===== src/design/mexp_pkg.sv =====
// Shared types for the modular exponentiation block.
package mexp_pkg;

    typedef enum logic [5:0] {
        ST_IDLE = 6'b000001,
        ST_SCAN = 6'b000010,
        ST_SQR  = 6'b000100,
        ST_MUL  = 6'b001000,
        ST_STEP = 6'b010000,
        ST_DONE = 6'b100000
    } mexp_state_t;

    typedef struct packed {
        logic done;
        logic zero_mod;
    } mexp_mul_stat_t;

endpackage


===== src/design/mexp_modmul.sv =====
// Bit-serial modular multiplier: one multiplier bit per cycle, shift-and-add with reduction.
module mexp_modmul #(
    parameter int OPERAND_WIDTH = 32
) (
    input  logic                       clk,
    input  logic                       rst_n,
    input  logic                       start,
    input  logic [OPERAND_WIDTH-1:0]   p,
    input  logic [OPERAND_WIDTH-1:0]   q,
    input  logic [OPERAND_WIDTH-1:0]   m,
    output logic [OPERAND_WIDTH-1:0]   product,
    output mexp_pkg::mexp_mul_stat_t   stat
);
    import mexp_pkg::*;

    localparam int W  = OPERAND_WIDTH;
    localparam int CW = $clog2(W);

    logic [W-1:0]  acc_reg, acc_next;
    logic [W-1:0]  p_reg;
    logic [W-1:0]  q_reg;
    logic [W-1:0]  m_reg;
    logic [CW-1:0] cnt_reg;
    logic          busy_reg;
    logic          done_reg;

    logic [W:0] dbl;
    logic [W:0] mext;
    logic [W:0] dred;
    logic [W:0] sum;
    logic [W:0] sred;

    always_comb
    begin
        dbl  = {acc_reg, 1'b0};
        mext = {1'b0, m_reg};
        dred = (dbl >= mext) ? dbl - mext : dbl;
        sum  = dred + {1'b0, p_reg};
        sred = (sum >= mext) ? sum - mext : sum;
        acc_next = q_reg[W-1] ? sred[W-1:0] : dred[W-1:0];
    end

    always_ff @(posedge clk or negedge rst_n)
    begin
        if (!rst_n)
        begin
            busy_reg <= 1'b0;
            done_reg <= 1'b0;
            cnt_reg  <= '0;
        end
        else
        begin
            done_reg <= 1'b0;
            if (start)
            begin
                busy_reg <= 1'b1;
                cnt_reg  <= CW'(W - 1);
            end
            else if (busy_reg)
            begin
                if (cnt_reg == '0)
                begin
                    busy_reg <= 1'b0;
                    done_reg <= 1'b1;
                end
                else
                begin
                    cnt_reg <= cnt_reg - CW'(1);
                end
            end
        end
    end

    always_ff @(posedge clk)
    begin
        if (start)
        begin
            acc_reg <= '0;
            p_reg   <= p;
            q_reg   <= q;
            m_reg   <= m;
        end
        else if (busy_reg)
        begin
            acc_reg <= acc_next;
            q_reg   <= {q_reg[W-2:0], 1'b0};
        end
    end

    assign product       = acc_reg;
    assign stat.done     = done_reg;
    assign stat.zero_mod = (m_reg == '0);

endmodule


===== src/design/modular_exponentiation_top.sv =====
// Modular exponentiation by left-to-right square-and-multiply over a shared modular multiplier.
//
// The input stream carries one item per beat: base, exponent and modulus. The block
// returns base to the exponent, reduced by the modulus, as one beat on the output stream.
// An exponent of zero gives 1 for any modulus; a modulus of zero gives 0 for any other case.
// The block works on one item at a time and drops s_axis_tready from the accepted beat
// until its result beat has been taken.
// Sequencing: ST_SCAN first shifts out the leading zero exponent bits, then for each scanned
// exponent bit the block runs a squaring and, for a set bit, a multiplication by the base.
// Each of these products runs through the bit-serial multiplier, with ST_STEP between bits.
// The result is held in an output register with m_axis_tvalid high until m_axis_tready
// is seen; a stalled receiver simply holds the block in that state.
// Reset clears the sequencer and the multiplier control; the block is ready right after.
module modular_exponentiation_top #(
    parameter int OPERAND_WIDTH = 32,
    localparam int IN_W  = ((3 * OPERAND_WIDTH + 7) / 8) * 8,
    localparam int OUT_W = ((OPERAND_WIDTH + 7) / 8) * 8
) (
    input  logic             clk,
    input  logic             rst_n,
    input  logic             s_axis_tvalid,
    output logic             s_axis_tready,
    input  logic [IN_W-1:0]  s_axis_tdata,   // base, exponent, modulus
    output logic             m_axis_tvalid,
    input  logic             m_axis_tready,
    output logic [OUT_W-1:0] m_axis_tdata    // result
);
    import mexp_pkg::*;

    localparam int W     = OPERAND_WIDTH;
    localparam int CNT_W = $clog2(W + 1);

    mexp_state_t    state_reg, state_next;
    logic [W-1:0]   base_reg, base_next;
    logic [W-1:0]   exp_reg, exp_next;
    logic [W-1:0]   mod_reg, mod_next;
    logic [W-1:0]   y_reg, y_next;
    logic [CNT_W-1:0] cnt_reg, cnt_next;

    logic           mul_start;
    logic [W-1:0]   mul_p;
    logic [W-1:0]   mul_q;
    logic [W-1:0]   mul_prod;
    logic [W-1:0]   y_mul;
    mexp_mul_stat_t mul_stat;

    mexp_modmul #(
        .OPERAND_WIDTH(W)
    ) u_modmul (
        .clk     (clk),
        .rst_n   (rst_n),
        .start   (mul_start),
        .p       (mul_p),
        .q       (mul_q),
        .m       (mod_reg),
        .product (mul_prod),
        .stat    (mul_stat)
    );

    always_comb
    begin
        state_next = state_reg;
        base_next  = base_reg;
        exp_next   = exp_reg;
        mod_next   = mod_reg;
        y_next     = y_reg;
        cnt_next   = cnt_reg;
        mul_start  = 1'b0;
        mul_p      = y_reg;
        mul_q      = y_reg;
        y_mul      = mul_stat.zero_mod ? '0 : mul_prod;

        case (state_reg)
            ST_IDLE:
            begin
                if (s_axis_tvalid)
                begin
                    base_next  = s_axis_tdata[W-1:0];
                    exp_next   = s_axis_tdata[2*W-1:W];
                    mod_next   = s_axis_tdata[3*W-1:2*W];
                    y_next     = W'(1);
                    cnt_next   = CNT_W'(W);
                    state_next = ST_SCAN;
                end
            end
            ST_SCAN:
            begin
                if (cnt_reg == '0)
                begin
                    state_next = ST_DONE;
                end
                else if (exp_reg[W-1])
                begin
                    mul_start  = 1'b1;
                    state_next = ST_SQR;
                end
                else
                begin
                    exp_next = {exp_reg[W-2:0], 1'b0};
                    cnt_next = cnt_reg - CNT_W'(1);
                end
            end
            ST_SQR:
            begin
                if (mul_stat.done)
                begin
                    y_next = y_mul;
                    if (exp_reg[W-1])
                    begin
                        mul_start  = 1'b1;
                        mul_p      = y_mul;
                        mul_q      = base_reg;
                        state_next = ST_MUL;
                    end
                    else
                    begin
                        exp_next   = {exp_reg[W-2:0], 1'b0};
                        cnt_next   = cnt_reg - CNT_W'(1);
                        state_next = ST_STEP;
                    end
                end
            end
            ST_MUL:
            begin
                if (mul_stat.done)
                begin
                    y_next     = y_mul;
                    exp_next   = {exp_reg[W-2:0], 1'b0};
                    cnt_next   = cnt_reg - CNT_W'(1);
                    state_next = ST_STEP;
                end
            end
            ST_STEP:
            begin
                if (cnt_reg == '0)
                begin
                    state_next = ST_DONE;
                end
                else
                begin
                    mul_start  = 1'b1;
                    state_next = ST_SQR;
                end
            end
            ST_DONE:
            begin
                if (m_axis_tready)
                begin
                    state_next = ST_IDLE;
                end
            end
            default:
            begin
                state_next = ST_IDLE;
            end
        endcase
    end

    always_ff @(posedge clk or negedge rst_n)
    begin
        if (!rst_n)
        begin
            state_reg <= ST_IDLE;
            cnt_reg   <= '0;
        end
        else
        begin
            state_reg <= state_next;
            cnt_reg   <= cnt_next;
        end
    end

    always_ff @(posedge clk)
    begin
        base_reg <= base_next;
        exp_reg  <= exp_next;
        mod_reg  <= mod_next;
        y_reg    <= y_next;
    end

    assign s_axis_tready = (state_reg == ST_IDLE);
    assign m_axis_tvalid = (state_reg == ST_DONE);
    assign m_axis_tdata  = OUT_W'(y_reg);

endmodule


===== config.mk =====
export PLATFORM = sky130hd
export DESIGN_NAME = modular_exponentiation_top
export DESIGN_NICKNAME = d
export VERILOG_FILES = /design/src/design/mexp_pkg.sv /design/src/design/mexp_modmul.sv /design/src/design/modular_exponentiation_top.sv
export SDC_FILE = /design/constraint.sdc
export NUM_CORES = 1
export LEC_CHECK = 0
export ABC_AREA = 1
export BUFFER_PORTS_ARGS = -buffer_cell sky130_fd_sc_hd__buf_2
export CAP_MARGIN = 10
export CORE_MARGIN = 1.5
export CORE_UTILIZATION = 50
export CTS_CLUSTER_DIAMETER = 200
export DETAILED_ROUTE_END_ITERATION = 12
export PLACE_DENSITY = 0.68
export SLEW_MARGIN = 40
export SYNTH_ARGS = -nofsm -noshare
export SYNTH_HDL_FRONTEND = slang
export SYNTH_SLANG_ARGS = --single-unit

===== constraint.sdc =====
create_clock -name clk -period 8.83 [get_ports clk]
set_input_delay 0.883 -clock clk [delete_from_list [all_inputs] [get_ports clk]]
set_output_delay 0.883 -clock clk [all_outputs]
set_load 0.01 [all_outputs]

; ---- Word-level counts from Yosys, hierarchy flattened
; Cells that the tools add are included.
[word_totals]
in_bits = 100
regBits = 275
[op_classes]
n_addsub = 5
n_eq_ne = 14
order_cmp = 2
n_reduce_logical = 12
mux = 50
[op_table]
columns = op, count
row1 = 32-bit two-way mux, 18
row2 = 32-bit case mux with 4 select lines, 1
row3 = 6-bit two-way mux, 12
row4 = 33-bit by 32-bit >= comparator with 1-bit output, 2
row5 = 32-bit case mux with 2 select lines, 1
row6 = 6-bit case mux with 6 select lines, 1
row7 = 33-bit by 32-bit adder with 33-bit output, 1
row8 = 33-bit two-way mux, 1
row9 = 33-bit by 32-bit subtractor with 33-bit output, 1
row10 = 32-bit zero test, 1
row11 = 32-bit subtractor, 1
row12 = 6-bit case mux with 4 select lines, 1
row13 = 5-bit two-way mux, 4
row14 = 1-bit two-way mux, 10
row15 = 5-bit AND reduction, 2
row16 = "2-bit by 1-bit != test with 1-bit output, second input constant", 4
row17 = "6-bit by 1-bit == test with 1-bit output, second input constant", 1
row18 = "6-bit by 2-bit == test with 1-bit output, second input constant", 1
row19 = "6-bit by 3-bit == test with 1-bit output, second input constant", 1
row20 = "6-bit by 4-bit == test with 1-bit output, second input constant", 1
row21 = "6-bit by 5-bit == test with 1-bit output, second input constant", 1
row22 = "6-bit == test, second input constant", 1
row23 = 6-bit zero test, 1
row24 = "2-bit != test, second input constant", 3
row25 = other kinds (10), 12

; ---- Logic depth before layout (Yosys ltp)
[depth]
word_depth = 6
depth_mapped = 45
mapped_depth_nobuf = 43

; ---- Cells and area by module
; A second synthesis with hierarchy kept.
[hier_totals]
hier_cells = 2474
area_unflattened_um2 = 18831.8
[modules_own_cells]
columns = module, instances, cells_each, area_per_inst_um2
row1 = mexp_modmul, 1, 1898, 12751.0
row2 = modular_exponentiation_top, 1, 576, 6080.8

; ---- Worst setup path after synthesis
; OpenSTA, ideal clock, no wires.
[synth_path]
kind = flip-flop to flip-flop
startpoint = reg u_modmul.m_reg[22]
endpoint = reg u_modmul.acc_reg[10], in the netlist u_modmul.product[10]
setup_slack_ps = 3673
stages_incl_launch_ff = 40
period_less_slack_ps = 5157
arrival_ps = 5037
path_buffers = 2
cell_sequence = edfxtp_1 -> inv_1 -> ha_1 -> nand2_1 -> nor2_1 -> nand2_2 -> nor2_2 -> nand2_1 -> nor2_2 -> nor2_2 -> nand2_4 -> inv_2 -> buf_2 -> nor2_1 -> ha_1 -> inv_1 -> fa_1 -> inv_1 -> (+4 left out) -> nand2_1 -> nand2_1 -> inv_1 -> o21ai_0 -> xor2_1 -> inv_1 -> ha_1 -> nand2_1 -> nand2_1 -> a31oi_1 -> nand2_1 -> a21oi_1 -> nand2_1 -> nand2_1 -> clkbuf_1 -> nand4_1 -> nand3_1 -> a21oi_1
[synth_between]
elab_chain_cells = 6
elab_cells_between_ends = 8
[synth_rtl]
columns = item, line_no
row1 = "start, declared", mexp_modmul.sv:22  ; logic [W-1:0] m_reg;
row2 = "start signal, assigned", mexp_modmul.sv:81  ; m_reg <= m;
row3 = 33-bit by 32-bit subtractor with 33-bit output / 33-bit by 32-bit >= comparator with 1-bit output (equally long branches), mexp_modmul.sv:37  ; dred = (dbl >= mext) ? dbl - mext : dbl;
row4 = 33-bit two-way mux, mexp_modmul.sv:37
row5 = 33-bit by 32-bit adder with 33-bit output, mexp_modmul.sv:38  ; sum = dred + {1'b0, p_reg};
row6 = 33-bit by 32-bit >= comparator with 1-bit output / 32-bit subtractor (equally long branches), mexp_modmul.sv:39  ; sred = (sum >= mext) ? sum - mext : sum;
row7 = 32-bit two-way mux, mexp_modmul.sv:39
row8 = 32-bit two-way mux *, mexp_modmul.sv:40  ; acc_next = q_reg[W-1] ? sred[W-1:0] : dred[W-1:0];
row9 = "end signal, assigned", mexp_modmul.sv:85  ; acc_reg <= acc_next;
row10 = "end, declared", mexp_modmul.sv:19  ; logic [W-1:0] acc_reg, acc_next;
; Every way passes the cells marked *; elsewhere a longest branch is shown, timed or not.
; A chain may end at the register's enable or synchronous reset.

; ---- Final worst setup path
[layout_path]
startpoint = reg u_modmul.m_reg[19]
endpoint = reg u_modmul.acc_reg[12], in the netlist u_modmul.product[12]
; Same word-level chain as after synthesis.

==> results_dict.tcl <==
set metrics [dict create \
    synth_warnings 0 \
    clk_latency_ps 590 \
    grt_use_total 0.314 \
    io_pins 134 \
    crit_slowest_cell "nand4_4" \
    cp-end-kind "flip-flop" \
    ys_types 48 \
    initial_core_util 0.511 \
    tns_ps 0 \
    synth_top_area_share 0.367 \
    drt_iter0_drc 1607 \
    cts_root_buf "clkbuf_16" \
    hold_class "input port to asynchronous set/reset pin" \
    synth_edf_count 224 \
    finalNetCount 2663 \
    period_share 0.874 \
    timing.hold.ws_ps 220 \
    first_pass_iters 6 \
    fmax_mhz 130 \
    post_cts_buffers 0 \
    dp_slack_ps 1310 \
    yosysSeqAreaShare 0.428 \
    vias 16500 \
    routed_wirelength_mm 59.7 \
    worst-slew-pin-transition_ps 897 \
    numCtsBuffers 30 \
    cp_slowest_stage_delay_ps 520 \
    synth_ff_type "edfxtp_1" \
    finalCriticalPeriod_ps 7720 \
    ys_ff_latch 275 \
    core-area_um2 35800 \
    viasPerCell 5.59 \
    worst_slack_ps 1110 \
    antenna_found_initial 0 \
    hold_violations 0 \
    grt_setup_unrepaired "false" \
    gp_congestion 1.02 \
    status "complete, no violations" \
    slew_violations 0 \
    arrival_ps 8230 \
    dieArea_um2 37800 \
    cts_tree "built" \
    clk_pin_slew_ps 60 \
    cts_max_path_buffers 3 \
    drc 0 \
    final_util 0.568 \
    layout-drive-gt1-share 0.100 \
    crit_type "flip-flop to flip-flop" \
    drv_cap 0 \
    required_ps 9340 \
    async_reset_ff_frac 0.0691 \
    h-tree-depth 1 \
    area_delta_synth_final_pct 11.0 \
    fin_skew_ps 19.0 \
    wire_per_inst_um 20.3 \
    grt_pass1_wl_mm 90.7 \
    critPathMaxFanout 53 \
    fp.dieW_um 194 \
    die_height_um 194 \
    yosysTopAreaCell "edfxtp_1" \
    dp_hpwl_mm 47.1 \
    cts.sinks 275 \
    overflow 0 \
    syn-num-nets 2555 \
    antenna_cells 0 \
    fill_cells 3413 \
    ant_nets 0 \
    io_buffers 133 \
    cts_hold_buf 0 \
    setup_viol 0 \
    ctsResizeCount 0 \
    synthTopCellsByArea "edfxtp_1 37%, nand2_1 13%, ha_1 6.8%" \
    synth_area_um2 18300 \
    cp-start-kind "flip-flop" \
    grt_max_degree 96 \
    slew-limit-headroom 0.396 \
    r2r_slack_ps 1110 \
    netlist_instances 2353 \
    cpMostUsedCell "nand2_1" \
    avgSynthCellArea_um2 7.78 \
    grt_pass1_vias 15600 \
    num_rows 69 \
]
-- routing by layer --
| metal | track usage | vias to the layer above | wire length [µm] | share of wire |
|---|---|---|---|---|
| met2 | 0.471 | 610 | 25400 | 0.43 |
| met3 | 0.0451 | 114 | 4260 | 0.071 |
| li1 | - | 8070 | - | - |
| met4 | 0.130 | 0 | 2710 | 0.045 |
| met1 | 0.455 | 7675 | 27300 | 0.46 |
| met5 | 0 | - | 0 | 0 |
-- placed cells by master (no fill, tap or decap), types with 10 or more instances in the layout --
cell type | synthesis | layout
nor2_1 | 230 | 229
xnor2_1 | 23 | 23
dfxtp_1 | 32 | 32
nand2_1 | 617 | 615
buf_2 | 16 | 133
xor2_1 | 44 | 44
a21o_1 | 14 | 14
nand4_1 | 47 | 47
clkbuf_16 | 0 | 30
dfrtp_1 | 18 | 18
o21ai_1 | 17 | 17
o21bai_1 | 23 | 23
nand3b_1 | 14 | 14
or2_2 | 12 | 12
nor2_2 | 9 | 10
inv_2 | 14 | 16
edfxtp_1 | 224 | 224
nor4_1 | 11 | 10
nand3_1 | 148 | 148
o21a_1 | 10 | 10
o21ai_0 | 80 | 80
inv_1 | 302 | 300
o31ai_1 | 32 | 32
a21oi_1 | 169 | 169
nor3_1 | 34 | 33
ha_1 | 99 | 99
-- path summary, 6_finish.rpt --
| check | depth (start not counted) | start | end |
|---|---|---|---|
| setup reg to reg | 37 | u_modmul.m_reg[19] | u_modmul.product[12] |
| hold reg to reg | 0 | mod_reg[30] | u_modmul.m_reg[30] |
| hold / removal | 1 | rst_n | cnt_reg[2] |
| min in group clk | 0 | mod_reg[30] | u_modmul.m_reg[30] |
| setup / recovery | 37 | u_modmul.m_reg[19] | u_modmul.product[12] |
| max in group asynchronous | 1 | rst_n | state_reg[0] |
-- logic make-up (layout without fill, tap and decap cells) --
family | count (synthesis) | in the layout | synth area share
simple gates | 1154 | 1154 | 0.272
fa+ha+maj | 102 | 102 | 0.0709
xor+xnor | 67 | 67 | 0.0320
flops | 275 | 275 | 0.428
buf+inv | 386 | 517 | 0.0818
compound gates | 369 | 369 | 0.115
-- worst max-delay path, delay by kind of cell, from the launching register on --
| kind | cells | cell delay [ps] |
|---|---|---|
| simple gates | 20 | 3460 |
| compound gates | 4 | 820 |
| fa+ha+maj | 4 | 1390 |
| xor+xnor | 1 | 240 |
| buf+inv | 8 | 1280 |
| flops | 1 | 400 |
-- stage by stage --
| step | instance area (µm²) | std cells |
|---|---|---|
| after floorplan | 18300 | 2353 |
| after global placement | 19300 | 2890 |
| after detailed placement | 19400 | 2890 |
| after CTS | 20300 | 2945 |
| after global routing | 20300 | 2945 |
| final | 20300 | 2945 |
-- synthesized netlist by cell type, drive strengths merged, types with 2 or more instances --
cell type	count
a31oi	6
nand2	627
dfrtp	18
a211oi	2
xnor2	23
dfxtp	32
o21a	10
and2	5
nor2	242
clkinv	3
buf	30
xor2	44
ha	99
a21o	14
nand4	49
nor4	13
inv	316
o211ai	8
edfxtp	224
or2	16
nand3b	14
nor3	35
a21oi	169
o21ai	97
fa	3
o31ai	32
clkbuf	37
o21bai	23
a21boi	7
and3	2
nand3	150
-- area by class of cell --
class / count / area, µm² / area share
flip-flops and latches: 275 / 7840 / 0.386
clock buffers: 42 / 826 / 0.0406
clock inverters: 13 / 141 / 0.00695
repair buffers: 143 / 744 / 0.0366
multi-input cells: 1692 / 9000 / 0.443
inverters: 319 / 1200 / 0.0589
well taps: 461 / 577 / 0.0284
Power is not shown: default switching activity piles up to over one toggle a cycle in this logic, so the estimate is an artifact.
